## src/rtl/track_segment_light_sampler_defines.svh

```systemverilog
// ---------------------------------------------------------------------------
// Track segment light sampler assertion macros
// Shared concurrent assertion forms, clocked on clk and disabled in reset.
// ---------------------------------------------------------------------------
`ifndef TRACK_SEGMENT_LIGHT_SAMPLER_DEFINES_SVH
`define TRACK_SEGMENT_LIGHT_SAMPLER_DEFINES_SVH

// cond holds -> conseq holds in the same cycle
`define TSLS_ASSERT_IMPL(label, cond, conseq, msg) \
label: assert property (@(posedge clk) disable iff (!arst_n) (cond) |-> (conseq)) \
	else $error(msg);

// cond holds -> conseq holds in the next cycle
`define TSLS_ASSERT_NEXT(label, cond, conseq, msg) \
label: assert property (@(posedge clk) disable iff (!arst_n) (cond) |=> (conseq)) \
	else $error(msg);

`endif

```

## src/rtl/tsls_pkg.sv

```systemverilog
// ---------------------------------------------------------------------------
// Track segment light sampler package
// Field widths, register codes and the controller/datapath command types.
// ---------------------------------------------------------------------------
package tsls_pkg;

	localparam int SEG_W        = 23;
	localparam int LY_W         = 20;
	localparam int DEDX_W       = 16;
	localparam int CHARGE_W     = 40;
	localparam int CHARGE_SHIFT = 18;
	localparam int MUL_A_W      = 36;
	localparam int MUL_B_W      = 18;
	localparam int ACC_W        = 72;
	localparam int CFG_IDX_W    = 2;
	localparam int CFG_DATA_W   = 23;
	localparam int AXES         = 3;

	localparam logic [SEG_W-1:0]  SEG_RESET = 23'd128;
	localparam logic [LY_W-1:0]   LY_RESET  = 20'd40000;
	localparam logic [DEDX_W-1:0] MIP_RESET = 16'd2120;

	typedef enum logic [CFG_IDX_W-1:0] {
		CFG_SEGMENT_LENGTH = 2'd0,
		CFG_LIGHT_YIELD    = 2'd1,
		CFG_MIP_DEDX       = 2'd2
	} cfg_index_t;

	typedef enum logic [3:0] {
		OP_NONE,
		OP_LOAD,
		OP_DL,
		OP_MUL,
		OP_SQRT_INIT,
		OP_SQRT_STEP,
		OP_SQRT_DONE,
		OP_WALK_INIT,
		OP_WALK_NEXT,
		OP_HALF,
		OP_DIV_INIT,
		OP_DIV_STEP,
		OP_COORD,
		OP_CHARGE,
		OP_OUT
	} op_t;

	typedef enum logic {
		A_ABS_D,
		A_DL
	} mul_a_t;

	typedef enum logic [2:0] {
		B_ABS_D,
		B_DIST,
		B_GAP,
		B_WEIGHT,
		B_T2,
		B_T2_REM
	} mul_b_t;

	typedef struct packed {
		op_t        op;
		logic [1:0] axis;
		mul_a_t     a_sel;
		mul_b_t     b_sel;
		logic       half;
		logic       clr;
		logic       last;
	} dp_cmd_t;

	typedef struct packed {
		logic prev_valid;
		logic short_seg;
		logic more;
		logic out_busy;
	} dp_status_t;

endpackage

```

## src/rtl/tsls_datapath.sv

```systemverilog
// ---------------------------------------------------------------------------
// Track segment light sampler datapath
// Point registers, shared multiplier/accumulator, bit-serial square root and
// divider, sub-segment walk and the result register.
// ---------------------------------------------------------------------------
module tsls_datapath #(
	parameter int COORD_BITS   = 24,
	parameter int MAX_SEGMENTS = 64
) (
	input  logic                                 clk,
	input  logic                                 arst_n,
	input  tsls_pkg::dp_cmd_t                    cmd,
	output tsls_pkg::dp_status_t                 status,
	input  logic                                 cfg_wr_en,
	input  logic [tsls_pkg::CFG_IDX_W-1:0]       cfg_index,
	input  logic [tsls_pkg::CFG_DATA_W-1:0]      cfg_data,
	input  logic signed [COORD_BITS-1:0]         pos_x,
	input  logic signed [COORD_BITS-1:0]         pos_y,
	input  logic signed [COORD_BITS-1:0]         pos_z,
	input  logic [tsls_pkg::DEDX_W-1:0]          energy_loss,
	input  logic                                 use_mip,
	output logic                                 out_valid,
	input  logic                                 out_ready,
	output logic signed [COORD_BITS-1:0]         mid_x,
	output logic signed [COORD_BITS-1:0]         mid_y,
	output logic signed [COORD_BITS-1:0]         mid_z,
	output logic [tsls_pkg::CHARGE_W-1:0]        charge,
	output logic                                 last,
	output logic                                 truncated
);

	localparam int C      = COORD_BITS;
	localparam int DIST_W = C + 2;
	localparam int T2_W   = C + 4;
	localparam int Q_W    = C + 1;
	localparam int REM_W  = DIST_W + 1;
	localparam int NUM_W  = Q_W + REM_W;
	localparam int SQ_W   = 2 * DIST_W;
	localparam int MAX_W  = $clog2(MAX_SEGMENTS + 1);
	localparam int LIM_W  = tsls_pkg::SEG_W + MAX_W;
	localparam int CMP_W  = (T2_W > LIM_W) ? T2_W : LIM_W;
	localparam int PROD_W = tsls_pkg::MUL_A_W + tsls_pkg::MUL_B_W;

	logic [tsls_pkg::SEG_W-1:0]   seg_q;
	logic [tsls_pkg::LY_W-1:0]    ly_q;
	logic [tsls_pkg::DEDX_W-1:0]  mip_q;

	logic signed [C-1:0] pos_in [tsls_pkg::AXES];
	logic signed [C-1:0] prev_q [tsls_pkg::AXES];
	logic signed [C-1:0] new_q  [tsls_pkg::AXES];
	logic signed [C:0]   d_q    [tsls_pkg::AXES];
	logic                prev_valid_q;

	logic [tsls_pkg::DEDX_W-1:0]  dedx_q;
	logic [tsls_pkg::MUL_A_W-1:0] dl_q;
	logic [tsls_pkg::ACC_W-1:0]   acc_q;
	logic [SQ_W-1:0]              res_q;
	logic [SQ_W-1:0]              one_q;
	logic [DIST_W-1:0]            dist_q;
	logic [DIST_W-1:0]            wrem_q;
	logic [T2_W-1:0]              t2_q;
	logic                         short_q;
	logic                         trunc_q;
	logic [REM_W-1:0]             rem_q;
	logic [Q_W-1:0]               quo_q;

	logic signed [C-1:0]          st_q [tsls_pkg::AXES];
	logic [tsls_pkg::CHARGE_W-1:0] st_charge_q;

	logic signed [C-1:0]          mid_q [tsls_pkg::AXES];
	logic [tsls_pkg::CHARGE_W-1:0] charge_q;
	logic                         last_q;
	logic                         trunc_out_q;
	logic                         out_valid_q;

	logic [tsls_pkg::SEG_W-1:0]   gap;
	logic [CMP_W-1:0]             gap_c;
	logic [CMP_W-1:0]             dist_c;
	logic [CMP_W-1:0]             wrem_c;
	logic [CMP_W-1:0]             lim_c;
	logic [C:0]                   d_u;
	logic [C:0]                   abs_d;
	logic [T2_W-1:0]              t2_rem;
	logic [tsls_pkg::MUL_A_W-1:0] mul_a;
	logic [tsls_pkg::MUL_A_W-1:0] b_full;
	logic [tsls_pkg::MUL_B_W-1:0] mul_b;
	logic [PROD_W-1:0]            prod;
	logic [tsls_pkg::ACC_W-1:0]   prod_sh;
	logic [tsls_pkg::ACC_W-1:0]   acc_base;
	logic [SQ_W-1:0]              trial;
	logic                         sq_ge;
	logic [NUM_W-1:0]             num;
	logic [REM_W:0]               div_t;
	logic [REM_W:0]               div_d;
	logic [REM_W:0]               div_sub;
	logic                         div_ge;
	logic signed [C-1:0]          new_sel;
	logic [C:0]                   coord_sum;
	logic signed [C-1:0]          half_v [tsls_pkg::AXES];
	logic signed [C+1:0]          half_sum [tsls_pkg::AXES];
	logic                         charge_over;
	logic [tsls_pkg::CHARGE_W-1:0] charge_v;

	assign pos_in[0] = pos_x;
	assign pos_in[1] = pos_y;
	assign pos_in[2] = pos_z;

	always_comb begin
		gap    = (seg_q == '0) ? tsls_pkg::SEG_W'(1) : seg_q;
		gap_c  = CMP_W'(gap);
		dist_c = CMP_W'(dist_q);
		wrem_c = CMP_W'(wrem_q);
		lim_c  = gap_c * CMP_W'(MAX_SEGMENTS);
		d_u    = d_q[cmd.axis];
		abs_d  = d_u[C] ? (~d_u + (C+1)'(1)) : d_u;
		t2_rem = t2_q + T2_W'(wrem_q) - gap_c[T2_W-1:0];

		mul_a = (cmd.a_sel == tsls_pkg::A_DL) ? dl_q : tsls_pkg::MUL_A_W'(abs_d);
		case (cmd.b_sel)
			tsls_pkg::B_ABS_D:  b_full = tsls_pkg::MUL_A_W'(abs_d);
			tsls_pkg::B_DIST:   b_full = tsls_pkg::MUL_A_W'(dist_q);
			tsls_pkg::B_GAP:    b_full = tsls_pkg::MUL_A_W'(gap);
			tsls_pkg::B_WEIGHT: b_full = tsls_pkg::MUL_A_W'(wrem_q);
			tsls_pkg::B_T2:     b_full = tsls_pkg::MUL_A_W'(t2_q);
			tsls_pkg::B_T2_REM: b_full = tsls_pkg::MUL_A_W'(t2_rem);
			default:            b_full = '0;
		endcase
		mul_b = cmd.half ? b_full[2*tsls_pkg::MUL_B_W-1:tsls_pkg::MUL_B_W]
		                 : b_full[tsls_pkg::MUL_B_W-1:0];
		prod     = PROD_W'(mul_a) * PROD_W'(mul_b);
		prod_sh  = cmd.half ? (tsls_pkg::ACC_W'(prod) << tsls_pkg::MUL_B_W)
		                    : tsls_pkg::ACC_W'(prod);
		acc_base = cmd.clr ? '0 : acc_q;

		trial = res_q + one_q;
		sq_ge = acc_q[SQ_W-1:0] >= trial;

		num     = acc_q[NUM_W-1:0] + NUM_W'(dist_q);
		div_t   = {rem_q, quo_q[Q_W-1]};
		div_d   = (REM_W+1)'({dist_q, 1'b0});
		div_sub = div_t - div_d;
		div_ge  = div_t >= div_d;

		new_sel   = new_q[cmd.axis];
		coord_sum = d_u[C] ? ({new_sel[C-1], new_sel} - quo_q)
		                   : ({new_sel[C-1], new_sel} + quo_q);

		for (int i = 0; i < tsls_pkg::AXES; i++) begin
			half_sum[i] = {{2{new_q[i][C-1]}}, new_q[i]} + {{2{new_q[i][C-1]}}, new_q[i]}
			            + {d_q[i][C], d_q[i]};
			half_v[i]   = half_sum[i][C:1];
		end

		charge_over = |acc_q[tsls_pkg::ACC_W-1:tsls_pkg::CHARGE_SHIFT+tsls_pkg::CHARGE_W];
		charge_v    = charge_over ? '1 : acc_q[tsls_pkg::CHARGE_SHIFT +: tsls_pkg::CHARGE_W];
	end

	always_ff @(posedge clk or negedge arst_n) begin
		if (!arst_n) begin
			seg_q <= tsls_pkg::SEG_RESET;
			ly_q  <= tsls_pkg::LY_RESET;
			mip_q <= tsls_pkg::MIP_RESET;
		end else if (cfg_wr_en) begin
			case (tsls_pkg::cfg_index_t'(cfg_index))
				tsls_pkg::CFG_SEGMENT_LENGTH: seg_q <= cfg_data[tsls_pkg::SEG_W-1:0];
				tsls_pkg::CFG_LIGHT_YIELD:    ly_q  <= cfg_data[tsls_pkg::LY_W-1:0];
				tsls_pkg::CFG_MIP_DEDX:       mip_q <= cfg_data[tsls_pkg::DEDX_W-1:0];
				default: ;
			endcase
		end
	end

	always_ff @(posedge clk or negedge arst_n) begin
		if (!arst_n) begin
			prev_valid_q <= 1'b0;
			out_valid_q  <= 1'b0;
			for (int i = 0; i < tsls_pkg::AXES; i++) begin
				prev_q[i] <= '0;
			end
		end else begin
			if (cmd.op == tsls_pkg::OP_LOAD) begin
				prev_valid_q <= 1'b1;
				for (int i = 0; i < tsls_pkg::AXES; i++) begin
					prev_q[i] <= pos_in[i];
				end
			end
			if (cmd.op == tsls_pkg::OP_OUT) begin
				out_valid_q <= 1'b1;
			end else if (out_ready) begin
				out_valid_q <= 1'b0;
			end
		end
	end

	always_ff @(posedge clk) begin
		case (cmd.op)
			tsls_pkg::OP_LOAD: begin
				for (int i = 0; i < tsls_pkg::AXES; i++) begin
					new_q[i] <= pos_in[i];
					d_q[i]   <= {prev_q[i][C-1], prev_q[i]} - {pos_in[i][C-1], pos_in[i]};
				end
				dedx_q <= use_mip ? mip_q : energy_loss;
			end
			tsls_pkg::OP_DL: begin
				dl_q <= tsls_pkg::MUL_A_W'(dedx_q) * tsls_pkg::MUL_A_W'(ly_q);
			end
			tsls_pkg::OP_MUL: begin
				acc_q <= acc_base + prod_sh;
			end
			tsls_pkg::OP_SQRT_INIT: begin
				res_q <= '0;
				one_q <= SQ_W'(1) << (SQ_W - 2);
			end
			tsls_pkg::OP_SQRT_STEP: begin
				if (sq_ge) begin
					acc_q <= tsls_pkg::ACC_W'(acc_q[SQ_W-1:0] - trial);
					res_q <= (res_q >> 1) + one_q;
				end else begin
					res_q <= res_q >> 1;
				end
				one_q <= one_q >> 2;
			end
			tsls_pkg::OP_SQRT_DONE: begin
				dist_q <= res_q[DIST_W-1:0];
			end
			tsls_pkg::OP_WALK_INIT: begin
				wrem_q  <= dist_q;
				t2_q    <= gap_c[T2_W-1:0];
				short_q <= dist_c <= gap_c;
				trunc_q <= dist_c >= lim_c;
			end
			tsls_pkg::OP_WALK_NEXT: begin
				wrem_q <= wrem_q - gap_c[DIST_W-1:0];
				t2_q   <= t2_q + {gap_c[T2_W-2:0], 1'b0};
			end
			tsls_pkg::OP_HALF: begin
				for (int i = 0; i < tsls_pkg::AXES; i++) begin
					st_q[i] <= half_v[i];
				end
			end
			tsls_pkg::OP_DIV_INIT: begin
				rem_q <= num[NUM_W-1:Q_W];
				quo_q <= num[Q_W-1:0];
			end
			tsls_pkg::OP_DIV_STEP: begin
				rem_q <= div_ge ? div_sub[REM_W-1:0] : div_t[REM_W-1:0];
				quo_q <= {quo_q[Q_W-2:0], div_ge};
			end
			tsls_pkg::OP_COORD: begin
				st_q[cmd.axis] <= coord_sum[C-1:0];
			end
			tsls_pkg::OP_CHARGE: begin
				st_charge_q <= charge_v;
			end
			tsls_pkg::OP_OUT: begin
				for (int i = 0; i < tsls_pkg::AXES; i++) begin
					mid_q[i] <= st_q[i];
				end
				charge_q    <= st_charge_q;
				last_q      <= cmd.last;
				trunc_out_q <= trunc_q;
			end
			default: ;
		endcase
	end

	assign status.prev_valid = prev_valid_q;
	assign status.short_seg  = short_q;
	assign status.more       = wrem_c >= gap_c;
	assign status.out_busy   = out_valid_q && !out_ready;

	assign out_valid = out_valid_q;
	assign mid_x     = mid_q[0];
	assign mid_y     = mid_q[1];
	assign mid_z     = mid_q[2];
	assign charge    = charge_q;
	assign last      = last_q;
	assign truncated = trunc_out_q;

endmodule

```

## src/rtl/tsls_ctrl.sv

```systemverilog
// ---------------------------------------------------------------------------
// Track segment light sampler controller
// Sequences the datapath through length, walk, midpoint and charge steps.
// ---------------------------------------------------------------------------
module tsls_ctrl #(
	parameter int COORD_BITS   = 24,
	parameter int MAX_SEGMENTS = 64
) (
	input  logic                 clk,
	input  logic                 arst_n,
	input  logic                 in_valid,
	input  logic                 track_start,
	output logic                 in_ready,
	input  tsls_pkg::dp_status_t status,
	output tsls_pkg::dp_cmd_t    cmd
);

	localparam int DIST_W = COORD_BITS + 2;
	localparam int Q_W    = COORD_BITS + 1;
	localparam int CW     = $clog2(DIST_W + 1);
	localparam int KW     = $clog2(MAX_SEGMENTS);
	localparam logic [KW-1:0] KMAX = KW'(MAX_SEGMENTS - 1);

	typedef enum logic [16:0] {
		S_IDLE = 17'd1,
		S_DL   = 17'd2,
		S_SQ   = 17'd4,
		S_SQI  = 17'd8,
		S_SQS  = 17'd16,
		S_SQD  = 17'd32,
		S_WI   = 17'd64,
		S_SEL  = 17'd128,
		S_HALF = 17'd256,
		S_TM   = 17'd512,
		S_DVI  = 17'd1024,
		S_DVS  = 17'd2048,
		S_CRD  = 17'd4096,
		S_CM   = 17'd8192,
		S_CHG  = 17'd16384,
		S_OUTW = 17'd32768,
		S_NXT  = 17'd65536
	} state_t;

	state_t        state_q, state_d;
	logic [CW-1:0] cnt_q;
	logic [1:0]    axis_q;
	logic          half_q;
	logic [KW-1:0] k_q;
	logic          full_q;
	logic          final_res;

	assign final_res = status.short_seg || !full_q;

	always_comb begin
		state_d   = state_q;
		in_ready  = 1'b0;
		cmd.op    = tsls_pkg::OP_NONE;
		cmd.axis  = axis_q;
		cmd.a_sel = tsls_pkg::A_ABS_D;
		cmd.b_sel = tsls_pkg::B_ABS_D;
		cmd.half  = half_q;
		cmd.clr   = 1'b0;
		cmd.last  = 1'b0;
		case (state_q)
			S_IDLE: begin
				in_ready = 1'b1;
				if (in_valid) begin
					cmd.op = tsls_pkg::OP_LOAD;
					if (!track_start && status.prev_valid) begin
						state_d = S_DL;
					end
				end
			end
			S_DL: begin
				cmd.op  = tsls_pkg::OP_DL;
				state_d = S_SQ;
			end
			S_SQ: begin
				cmd.op  = tsls_pkg::OP_MUL;
				cmd.clr = (axis_q == 2'd0) && !half_q;
				if (axis_q == 2'd2 && half_q) begin
					state_d = S_SQI;
				end
			end
			S_SQI: begin
				cmd.op  = tsls_pkg::OP_SQRT_INIT;
				state_d = S_SQS;
			end
			S_SQS: begin
				cmd.op = tsls_pkg::OP_SQRT_STEP;
				if (cnt_q == CW'(DIST_W - 1)) begin
					state_d = S_SQD;
				end
			end
			S_SQD: begin
				cmd.op  = tsls_pkg::OP_SQRT_DONE;
				state_d = S_WI;
			end
			S_WI: begin
				cmd.op  = tsls_pkg::OP_WALK_INIT;
				state_d = S_SEL;
			end
			S_SEL: begin
				state_d = status.short_seg ? S_HALF : S_TM;
			end
			S_HALF: begin
				cmd.op  = tsls_pkg::OP_HALF;
				state_d = S_CM;
			end
			S_TM: begin
				cmd.op    = tsls_pkg::OP_MUL;
				cmd.b_sel = full_q ? tsls_pkg::B_T2 : tsls_pkg::B_T2_REM;
				cmd.clr   = !half_q;
				if (half_q) begin
					state_d = S_DVI;
				end
			end
			S_DVI: begin
				cmd.op  = tsls_pkg::OP_DIV_INIT;
				state_d = S_DVS;
			end
			S_DVS: begin
				cmd.op = tsls_pkg::OP_DIV_STEP;
				if (cnt_q == CW'(Q_W - 1)) begin
					state_d = S_CRD;
				end
			end
			S_CRD: begin
				cmd.op  = tsls_pkg::OP_COORD;
				state_d = (axis_q == 2'd2) ? S_CM : S_TM;
			end
			S_CM: begin
				cmd.op    = tsls_pkg::OP_MUL;
				cmd.a_sel = tsls_pkg::A_DL;
				if (status.short_seg) begin
					cmd.b_sel = tsls_pkg::B_DIST;
				end else if (full_q) begin
					cmd.b_sel = tsls_pkg::B_GAP;
				end else begin
					cmd.b_sel = tsls_pkg::B_WEIGHT;
				end
				cmd.clr = !half_q;
				if (half_q) begin
					state_d = S_CHG;
				end
			end
			S_CHG: begin
				cmd.op  = tsls_pkg::OP_CHARGE;
				state_d = S_OUTW;
			end
			S_OUTW: begin
				if (!status.out_busy) begin
					cmd.op   = tsls_pkg::OP_OUT;
					cmd.last = final_res;
					state_d  = final_res ? S_IDLE : S_NXT;
				end
			end
			S_NXT: begin
				cmd.op  = tsls_pkg::OP_WALK_NEXT;
				state_d = S_SEL;
			end
			default: begin
				state_d = S_IDLE;
			end
		endcase
	end

	always_ff @(posedge clk or negedge arst_n) begin
		if (!arst_n) begin
			state_q <= S_IDLE;
			cnt_q   <= '0;
			axis_q  <= '0;
			half_q  <= 1'b0;
			k_q     <= '0;
			full_q  <= 1'b0;
		end else begin
			state_q <= state_d;
			case (state_q)
				S_IDLE: begin
					axis_q <= '0;
					half_q <= 1'b0;
					k_q    <= '0;
				end
				S_SQ: begin
					half_q <= ~half_q;
					if (half_q) begin
						axis_q <= axis_q + 2'd1;
					end
				end
				S_SQI: begin
					axis_q <= '0;
					cnt_q  <= '0;
				end
				S_SQS: begin
					cnt_q <= (cnt_q == CW'(DIST_W - 1)) ? '0 : cnt_q + CW'(1);
				end
				S_SEL: begin
					full_q <= status.more && (k_q < KMAX);
					axis_q <= '0;
					half_q <= 1'b0;
				end
				S_TM: begin
					half_q <= ~half_q;
				end
				S_DVI: begin
					cnt_q <= '0;
				end
				S_DVS: begin
					cnt_q <= (cnt_q == CW'(Q_W - 1)) ? '0 : cnt_q + CW'(1);
				end
				S_CRD: begin
					axis_q <= axis_q + 2'd1;
				end
				S_CM: begin
					half_q <= ~half_q;
				end
				S_NXT: begin
					k_q <= k_q + KW'(1);
				end
				default: ;
			endcase
		end
	end

endmodule

```

## src/rtl/track_segment_light_sampler.sv

```systemverilog
// ---------------------------------------------------------------------------
// Track segment light sampler
// Splits each track step into sub-segments and gives midpoint and photon
// charge for each one.
// ---------------------------------------------------------------------------
// Operation: a point with track_start (or the first after reset) is only stored
// and gives no result. For any other point the bit-serial square root
// dominates the length computation. A short step then gives a single result;
// a longer step gives one result per sub-segment, each computed by running
// the one-bit-per-cycle divider once per axis. A new point is taken only
// after the last result of the previous one has been loaded into the output
// register; the output register holds a result until its transfer while the
// next result is computed.
`include "track_segment_light_sampler_defines.svh"

module track_segment_light_sampler #(
	parameter int COORD_BITS   = 24,
	parameter int MAX_SEGMENTS = 64
) (
	input  logic                            clk,
	input  logic                            arst_n,
	input  logic                            cfg_wr_en,
	input  logic [tsls_pkg::CFG_IDX_W-1:0]  cfg_index,
	input  logic [tsls_pkg::CFG_DATA_W-1:0] cfg_data,
	input  logic                            in_valid,
	output logic                            in_ready,
	input  logic signed [COORD_BITS-1:0]    pos_x,
	input  logic signed [COORD_BITS-1:0]    pos_y,
	input  logic signed [COORD_BITS-1:0]    pos_z,
	input  logic                            track_start,
	input  logic [tsls_pkg::DEDX_W-1:0]     energy_loss,
	input  logic                            use_mip,
	output logic                            out_valid,
	input  logic                            out_ready,
	output logic signed [COORD_BITS-1:0]    mid_x,
	output logic signed [COORD_BITS-1:0]    mid_y,
	output logic signed [COORD_BITS-1:0]    mid_z,
	output logic [tsls_pkg::CHARGE_W-1:0]   charge,
	output logic                            last,
	output logic                            truncated
);

	tsls_pkg::dp_cmd_t    cmd;
	tsls_pkg::dp_status_t status;

	tsls_ctrl #(
		.COORD_BITS  (COORD_BITS),
		.MAX_SEGMENTS(MAX_SEGMENTS)
	) u_ctrl (
		.clk        (clk),
		.arst_n     (arst_n),
		.in_valid   (in_valid),
		.track_start(track_start),
		.in_ready   (in_ready),
		.status     (status),
		.cmd        (cmd)
	);

	tsls_datapath #(
		.COORD_BITS  (COORD_BITS),
		.MAX_SEGMENTS(MAX_SEGMENTS)
	) u_datapath (
		.clk        (clk),
		.arst_n     (arst_n),
		.cmd        (cmd),
		.status     (status),
		.cfg_wr_en  (cfg_wr_en),
		.cfg_index  (cfg_index),
		.cfg_data   (cfg_data),
		.pos_x      (pos_x),
		.pos_y      (pos_y),
		.pos_z      (pos_z),
		.energy_loss(energy_loss),
		.use_mip    (use_mip),
		.out_valid  (out_valid),
		.out_ready  (out_ready),
		.mid_x      (mid_x),
		.mid_y      (mid_y),
		.mid_z      (mid_z),
		.charge     (charge),
		.last       (last),
		.truncated  (truncated)
	);

	`TSLS_ASSERT_IMPL(a_no_overwrite, cmd.op == tsls_pkg::OP_OUT, !(out_valid && !out_ready), "result register overwritten before transfer")
	`TSLS_ASSERT_NEXT(a_start_no_work, in_valid && in_ready && track_start, in_ready, "track start point left the controller busy")
	`TSLS_ASSERT_IMPL(a_busy_mid_item, out_valid && !last, !in_ready, "point taken while results of the previous one are pending")

endmodule
```

## config.mk

```make
export PLATFORM = sky130hd
export DESIGN_NAME = track_segment_light_sampler
export DESIGN_NICKNAME = d
export VERILOG_FILES = /design/src/rtl/tsls_pkg.sv /design/src/rtl/tsls_datapath.sv /design/src/rtl/tsls_ctrl.sv /design/src/rtl/track_segment_light_sampler.sv
export VERILOG_INCLUDE_DIRS = /design/src /design/src/rtl
export SDC_FILE = /design/constraint.sdc
export NUM_CORES = 2
export LEC_CHECK = 0
export BUFFER_PORTS_ARGS = -buffer_cell sky130_fd_sc_hd__buf_2
export CAP_MARGIN = 40
export CORE_ASPECT_RATIO = 0.9
export CORE_MARGIN = 2
export CORE_UTILIZATION = 70
export CTS_BUF_LIST = sky130_fd_sc_hd__clkbuf_8 sky130_fd_sc_hd__clkbuf_16
export DETAILED_ROUTE_END_ITERATION = 16
export PLACE_DENSITY = 0.89
export SYNTH_ARGS = -nofsm -noshare
export SYNTH_HDL_FRONTEND = slang
export SYNTH_SLANG_ARGS = --single-unit
```

## constraint.sdc

```tcl
create_clock -name clk -period 19.25 [get_ports clk]
set_input_delay 2.8875 -clock clk [delete_from_list [all_inputs] [get_ports clk]]
set_output_delay 2.8875 -clock clk [all_outputs]
set_load 0.02 [all_outputs]
```

* Word-level counts from Yosys, hierarchy flattened
Memories as Yosys holds them, arrays and structs flattened.
Cells that the tools add are included.
** Word-level totals
- Input bits :: 120
- Bits in registers :: 609
- RAM bits :: 291
- Memories :: 4
- Output and inout port bits :: 116
** Memory list
- u_datapath.d_q :: words 3, bits a word 25, rd ports 4, clocked after Yosys merged registers in 0, write ports 3, line tsls_datapath.sv:51 : logic signed [C:0] d_q [tsls_pkg::AXES];
- u_datapath.mid_q :: words 3, bits a word 24, rd ports 3, clocked after Yosys merged registers in 0, write ports 3, line tsls_datapath.sv:70 : logic signed [C-1:0] mid_q [tsls_pkg::AXES];
- u_datapath.new_q :: words 3, bits a word 24, rd ports 4, clocked after Yosys merged registers in 0, write ports 3, line tsls_datapath.sv:50 : logic signed [C-1:0] new_q [tsls_pkg::AXES];
- u_datapath.st_q :: words 3, bits a word 24, rd ports 3, clocked after Yosys merged registers in 0, write ports 3, line tsls_datapath.sv:67 : logic signed [C-1:0] st_q [tsls_pkg::AXES];
** Operators by class
- Multipliers :: 2
- Mux-type cells :: 61
- Order comparisons :: 6
- Reductions and logical operators :: 38
- $add $sub $neg :: 25
- Equality and inequality tests :: 51
- Bitwise operators :: 3
** Operators by type and width (number)
- one-hot mux 17 bit (16 select lines) :: 1
- 2-to-1 mux 72 bit :: 3
- one-hot mux 52 bit (2 select lines) :: 2
- one-hot mux 28 bit (6 select lines) :: 1
- 2-to-1 mux 17 bit :: 9
- one-hot mux 72 bit (2 select lines) :: 1
- adder 24 x 24 -> 25 bit :: 3
- adder 25 bit :: 3
- subtractor 24 x 24 -> 25 bit :: 3
- adder 72 bit :: 1
- one-hot mux 28 bit (2 select lines) :: 1
- one-hot mux 4 bit (14 select lines) :: 1
- multiplier 36 x 18 -> 54 bit :: 1
- one-hot mux 27 bit (2 select lines) :: 1
- subtractor 52 x 52 -> 53 bit :: 1
- adder 51 x 52 -> 52 bit :: 1
- adder 52 x 26 -> 52 bit :: 1
- adder 52 bit :: 1
- greater-or-equal comparator 52 bit :: 1
- 2-to-1 mux 52 bit :: 1
- one-hot mux 26 bit (2 select lines) :: 1
- one-hot mux 25 bit (2 select lines) :: 1
- 2-to-1 mux 24 bit :: 2
- multiplier 16 x 20 -> 36 bit :: 1
- 79 further kinds :: 144

* Longest topological paths before layout
- Depth in word-level cells :: 10
- Depth in mapped cells :: 58
- Gate-level depth less buffers :: 55

* By module
Synthesis repeated with hierarchy kept, for this count alone.
** Unflattened totals
- Cells, all modules :: 10194
- Area, all modules :: 93647.3 µm²
** By module, submodules not included
- tsls_datapath :: cells each 9958, times used 1, area each 91625.4 µm²
- tsls_ctrl :: cells each 236, times used 1, area each 2021.9 µm²

* Least setup slack after synthesis
OpenSTA, ideal clock, no wires.
- Kind :: register -> register
- Start :: reg u_datapath.seg_q[12] (netlist name)
- End :: reg u_datapath.acc_q[69] (netlist name) (data pin)
- Data arrival time :: 12.436 ns
- Library setup time :: 0.263 ns
- Path slack :: 6.550 ns
- Stages on the path, launching flop included :: 56
- Cell sequence :: dfrtp_1 nor4_1 nand4_1 o21bai_1 ha_1 inv_1 ha_1 inv_1 fa_1 nor2b_1 o21a_1 o21ai_0 a31oi_1 o211ai_1 o2111ai_1 a21oi_1 and4_1 a2111oi_0 [... 20 more ...] a21boi_2 o2bb2ai_1 o31ai_1 a221oi_1 xnor2_1 mux2_2 ha_1 clkbuf_1 nand4_1 nor4_1 nand2_1 a2111o_1 a31oi_1 a31oi_1 o22ai_1 a31o_2 mux2i_1 nand3_1
** On the way
- Longest elaborated chain between the ends :: 9
** RTL lines
- from (decl) :: line tsls_datapath.sv:44 : logic [tsls_pkg::SEG_W-1:0] seg_q;
- from (signal assigned) :: line tsls_datapath.sv:160 : seg_q <= tsls_pkg::SEG_RESET;
- from (signal assigned) :: line tsls_datapath.sv:165 : tsls_pkg::CFG_SEGMENT_LENGTH: seg_q <= cfg_data[tsls_pkg::SEG_W-1:0];
- zero test 23 bit :: line tsls_datapath.sv:109 : gap = (seg_q == '0) ? tsls_pkg::SEG_W'(1) : seg_q;
- 2-to-1 mux 23 bit * :: line tsls_datapath.sv:109
- subtractor 28 x 23 -> 28 bit :: line tsls_datapath.sv:116 : t2_rem = t2_q + T2_W'(wrem_q) - gap_c[T2_W-1:0];
- one-hot mux 28 bit (6 select lines) * :: line tsls_datapath.sv:119 : case (cmd.b_sel)
- 2-to-1 mux 18 bit * :: line tsls_datapath.sv:128 : mul_b = cmd.half ? b_full[2*tsls_pkg::MUL_B_W-1:tsls_pkg::MUL_B_W]
- multiplier 36 x 18 -> 54 bit * :: line tsls_datapath.sv:130 : prod = PROD_W'(mul_a) * PROD_W'(mul_b);
- 2-to-1 mux 72 bit * :: line tsls_datapath.sv:131 : prod_sh = cmd.half ? (tsls_pkg::ACC_W'(prod) << tsls_pkg::MUL_B_W)
- adder 72 bit * :: line tsls_datapath.sv:208 : acc_q <= acc_base + prod_sh;
- one-hot mux 72 bit (2 select lines) * :: line tsls_datapath.sv:196 : case (cmd.op)
- to (signal assigned) :: line tsls_datapath.sv:208
- to (signal assigned) :: line tsls_datapath.sv:216 : acc_q <= tsls_pkg::ACC_W'(acc_q[SQ_W-1:0] - trial);
- to (decl) :: line tsls_datapath.sv:56 : logic [tsls_pkg::ACC_W-1:0] acc_q;
Mark *: on every way between the ends. The rest lies on a longest branch, timed or not.
A chain may end at the register's enable or synchronous reset.

* Worst setup path after layout
- Start :: reg u_datapath.seg_q[20] (netlist name)
- End :: reg u_datapath.acc_q[69] (netlist name) (data pin)
Same word-level chain as after synthesis.

==> impl_metrics.toml <==
[detailed_routing]
viasPerCell = 6.67
drt_iter0_drc = 10734
wire_per_inst_um = 26.3
firstDrtPassIters = 12
vias = 80591
drt-total-wl_um = 317000
route.detailed.drc = 0
antenna_left = 0

[setup_path]
slowest_delay_ns = 0.94
required_ns = 19.72
start_kind = "flip-flop"
critPathBufInv = 9
endpoint_kind = "flip-flop"
cp_slowest_cell = "a221oi_1"
path_class = "reg2reg"
crit_top_cell = "inv_1"
cp.arrival_ns = 16.69
path_max_fanout = 36
path_delay_family = "compound AO/OA/AOI/OAI gates"

[outcome]
status = "finished, final reports clean"

[synthesis]
synth_common_cells = "inv_1 (1284), nand2_1 (1187), fa_1 (830)"
ys_types = 112
synth_ff_type = "edfxtp_1"
synth_area_leaders = "edfxtp_1 (23%), fa_1 (18%), ha_1 (10%)"
syn_area_per_cell_sq_um = 9.13
synth_warnings = 0
yosysTopAreaCellShare = 0.229
yosys_register_bits = 874
synth_edf_count = 709
yosysMostFrequentCell = "inv_1"
ys_seq_area_frac = 0.274
synth_nets = 11886
synth_area_sq_mm = 0.0929
synthArstFlopShare = 0.189
postSynthCellCount = 10178
yosysTopAreaCell = "edfxtp_1"

[placed_design]
place_congestion = 1.08
dpl_cell_area_sq_mm = 0.0960
dp_hpwl_um = 246000
portBuffers = 235
placedCellCount = 11879

[global_route]
grt_pass1_wl_um = 477000
grt_use_total = 0.466
overflow = 0
grt_max_degree = 93
antenna_found_initial = 26
grt_pass1_vias = 79721

[final_layout]
layout-drive-gt1-share = 0.0766
finalInstanceArea_sq_mm = 0.0993
stdcell_count = 12074
utilization = 0.755
areaGrowthSynthToFinish_pct = 6.92
fin_nets = 11962

[clock_network]
postCtsHoldBufs = 0
cts_tree = "yes"
htree_levels = 3
cts-root-buf = "clkbuf_16"
clock_path_buffers = 3
post_cts_buffers = 0
clock_sinks = 874
cts-resized-gates = 0
cts_buffers = 95
path_clk_slew_ns = 0.08
clock_latency_ns = 0.77

[sta]
final-setup-viol-count = 0
min_period_over_period = 0.843
fin_tns_setup_ns = 0
worstMarginPinSlew_ns = 1.06
fin_crit_ns = 16.22
finClkSkew_ns = 0.0507
slew_violations = 0
grt_setup_unrepaired = "no"
final_hold_viol_count = 0
max_clock_freq_mhz = 61.6
max_slew_margin = 0.289

[pwr]
vdd_drop_max_v = 0.000482
power.density_mw_per_mm2 = 124
p_leak_nw = 45.0
finalPower_mw = 12.3

[floorplanning]
die_h_um = 350
row_count = 126
dieArea_sq_mm = 0.136
start_util = 0.707
coreArea_sq_mm = 0.131
die_w_um = 388
io_pins = 236

[hold_path]
worstHoldPathType = "reg2reg"

[job]
drv_cap = 0
[kinds of logic (layout without fill, tap and decap cells)]
kind of cell	after synthesis	in the layout	share of synthesized area
simple gates	3119	3119	0.155
other cells	0	9	0
buf+inv	1686	1845	0.0695
flops	874	874	0.274
compound gates	2152	2152	0.145
fa+ha+maj	1588	1588	0.281
xor+xnor	583	583	0.0550
mux	176	176	0.0204
[per-layer routing]
layer  track usage  routed length [um]
met1         0.608              115000
met2         0.686              134000
met5             0                 139
met4         0.266               22000
met3         0.152               47100
[final timing paths]
check                                                    startpoint                                end  slack, ns  depth (start not counted)
min in group asynchronous                                    arst_n  u_datapath.prev_q[54]$_DFFE_PN0N_       2.17                          1
hold reg to reg            u_datapath.st_charge_q[33]$_SDFFCE_PP1N_    u_datapath.charge[33]$_DFFE_PP_       0.41                          0
setup reg to reg                   u_datapath.seg_q[20]$_DFFE_PN0P_     u_datapath.acc_q[69]$_DFFE_PP_       3.03                         54
hold / removal             u_datapath.st_charge_q[33]$_SDFFCE_PP1N_    u_datapath.charge[33]$_DFFE_PP_       0.41                          0
max in group asynchronous                                    arst_n          u_ctrl.half_q$_DFFE_PN0P_      14.92                          3
setup / recovery                   u_datapath.seg_q[20]$_DFFE_PN0P_     u_datapath.acc_q[69]$_DFFE_PP_       3.03                         54
[cell usage in the layout (no fill, tap or decap), types with 93 or more instances in the layout]
cell type / n
nor3_1: 111
nand2_1: 1183
nor2_1: 812
a21oi_1: 549
clkbuf_16: 96
nor2b_1: 164
a31oi_1: 93
a21o_1: 218
nand3_1: 128
inv_1: 1292
buf_4: 121
o21ai_0: 612
ha_1: 758
dfrtp_1: 152
xnor2_1: 321
fa_1: 830
edfxtp_1: 709
o21a_1: 124
buf_2: 236
and2_1: 223
xor2_1: 262
[state kept, by name, indices dropped and copies added (netlist names), 2 cells and up]
signal and flops:
u_datapath.st_charge_q 40, u_datapath.res_q 52, u_ctrl.axis_q 2, u_datapath.dedx_q 16, u_datapath.mip_q 16, u_datapath.mid_q 72, u_datapath.t2_q 28, u_datapath.seg_q 23
u_datapath.ly_q 20, u_datapath.dl_q 36, u_datapath.acc_q 72, u_datapath.one_q 26, u_datapath.prev_q 72, u_datapath.new_q 72, u_datapath.quo_q 25, u_datapath.wrem_q 26
u_datapath.rem_q 27, u_datapath.d_q 75, u_ctrl.state_q 17, u_datapath.st_q 72, u_datapath.charge 40, u_ctrl.k_q 6, u_datapath.dist_q 26, u_ctrl.cnt_q 5
[final cells by class]
type / instances / area [sq um]
fillers: 8987 / 32200
clock inverters: 79 / 776
flip-flops and latches: 874 / 25400
repair buffers: 379 / 2510
well taps: 1728 / 2160
inverters: 1286 / 4840
multi-input cells: 7618 / 61100
clock buffers: 101 / 2470
diodes: 9 / 22.5
[metrics by stage]
stage | setup slack, ns | hold slack [ns]
2_1_floorplan | 6.55 | 0.400
3_3_place_gp | 3.88 | 0.402
3_5_place_dp | 3.64 | 0.405
4_1_cts | 3.57 | 0.404
5_1_grt | 2.51 | 0.414
6_report | 3.03 | 0.407
[power by group]
part	total [mW]	switching, mW	leakage, nW	internal [mW]
Combinational	7.85	4.91	35.2	2.94
Sequential	2.55	0.132	8.17	2.42
Clock	1.94	0.865	1.62	1.08
No activity file was read; power rests on OpenSTA's default activity.
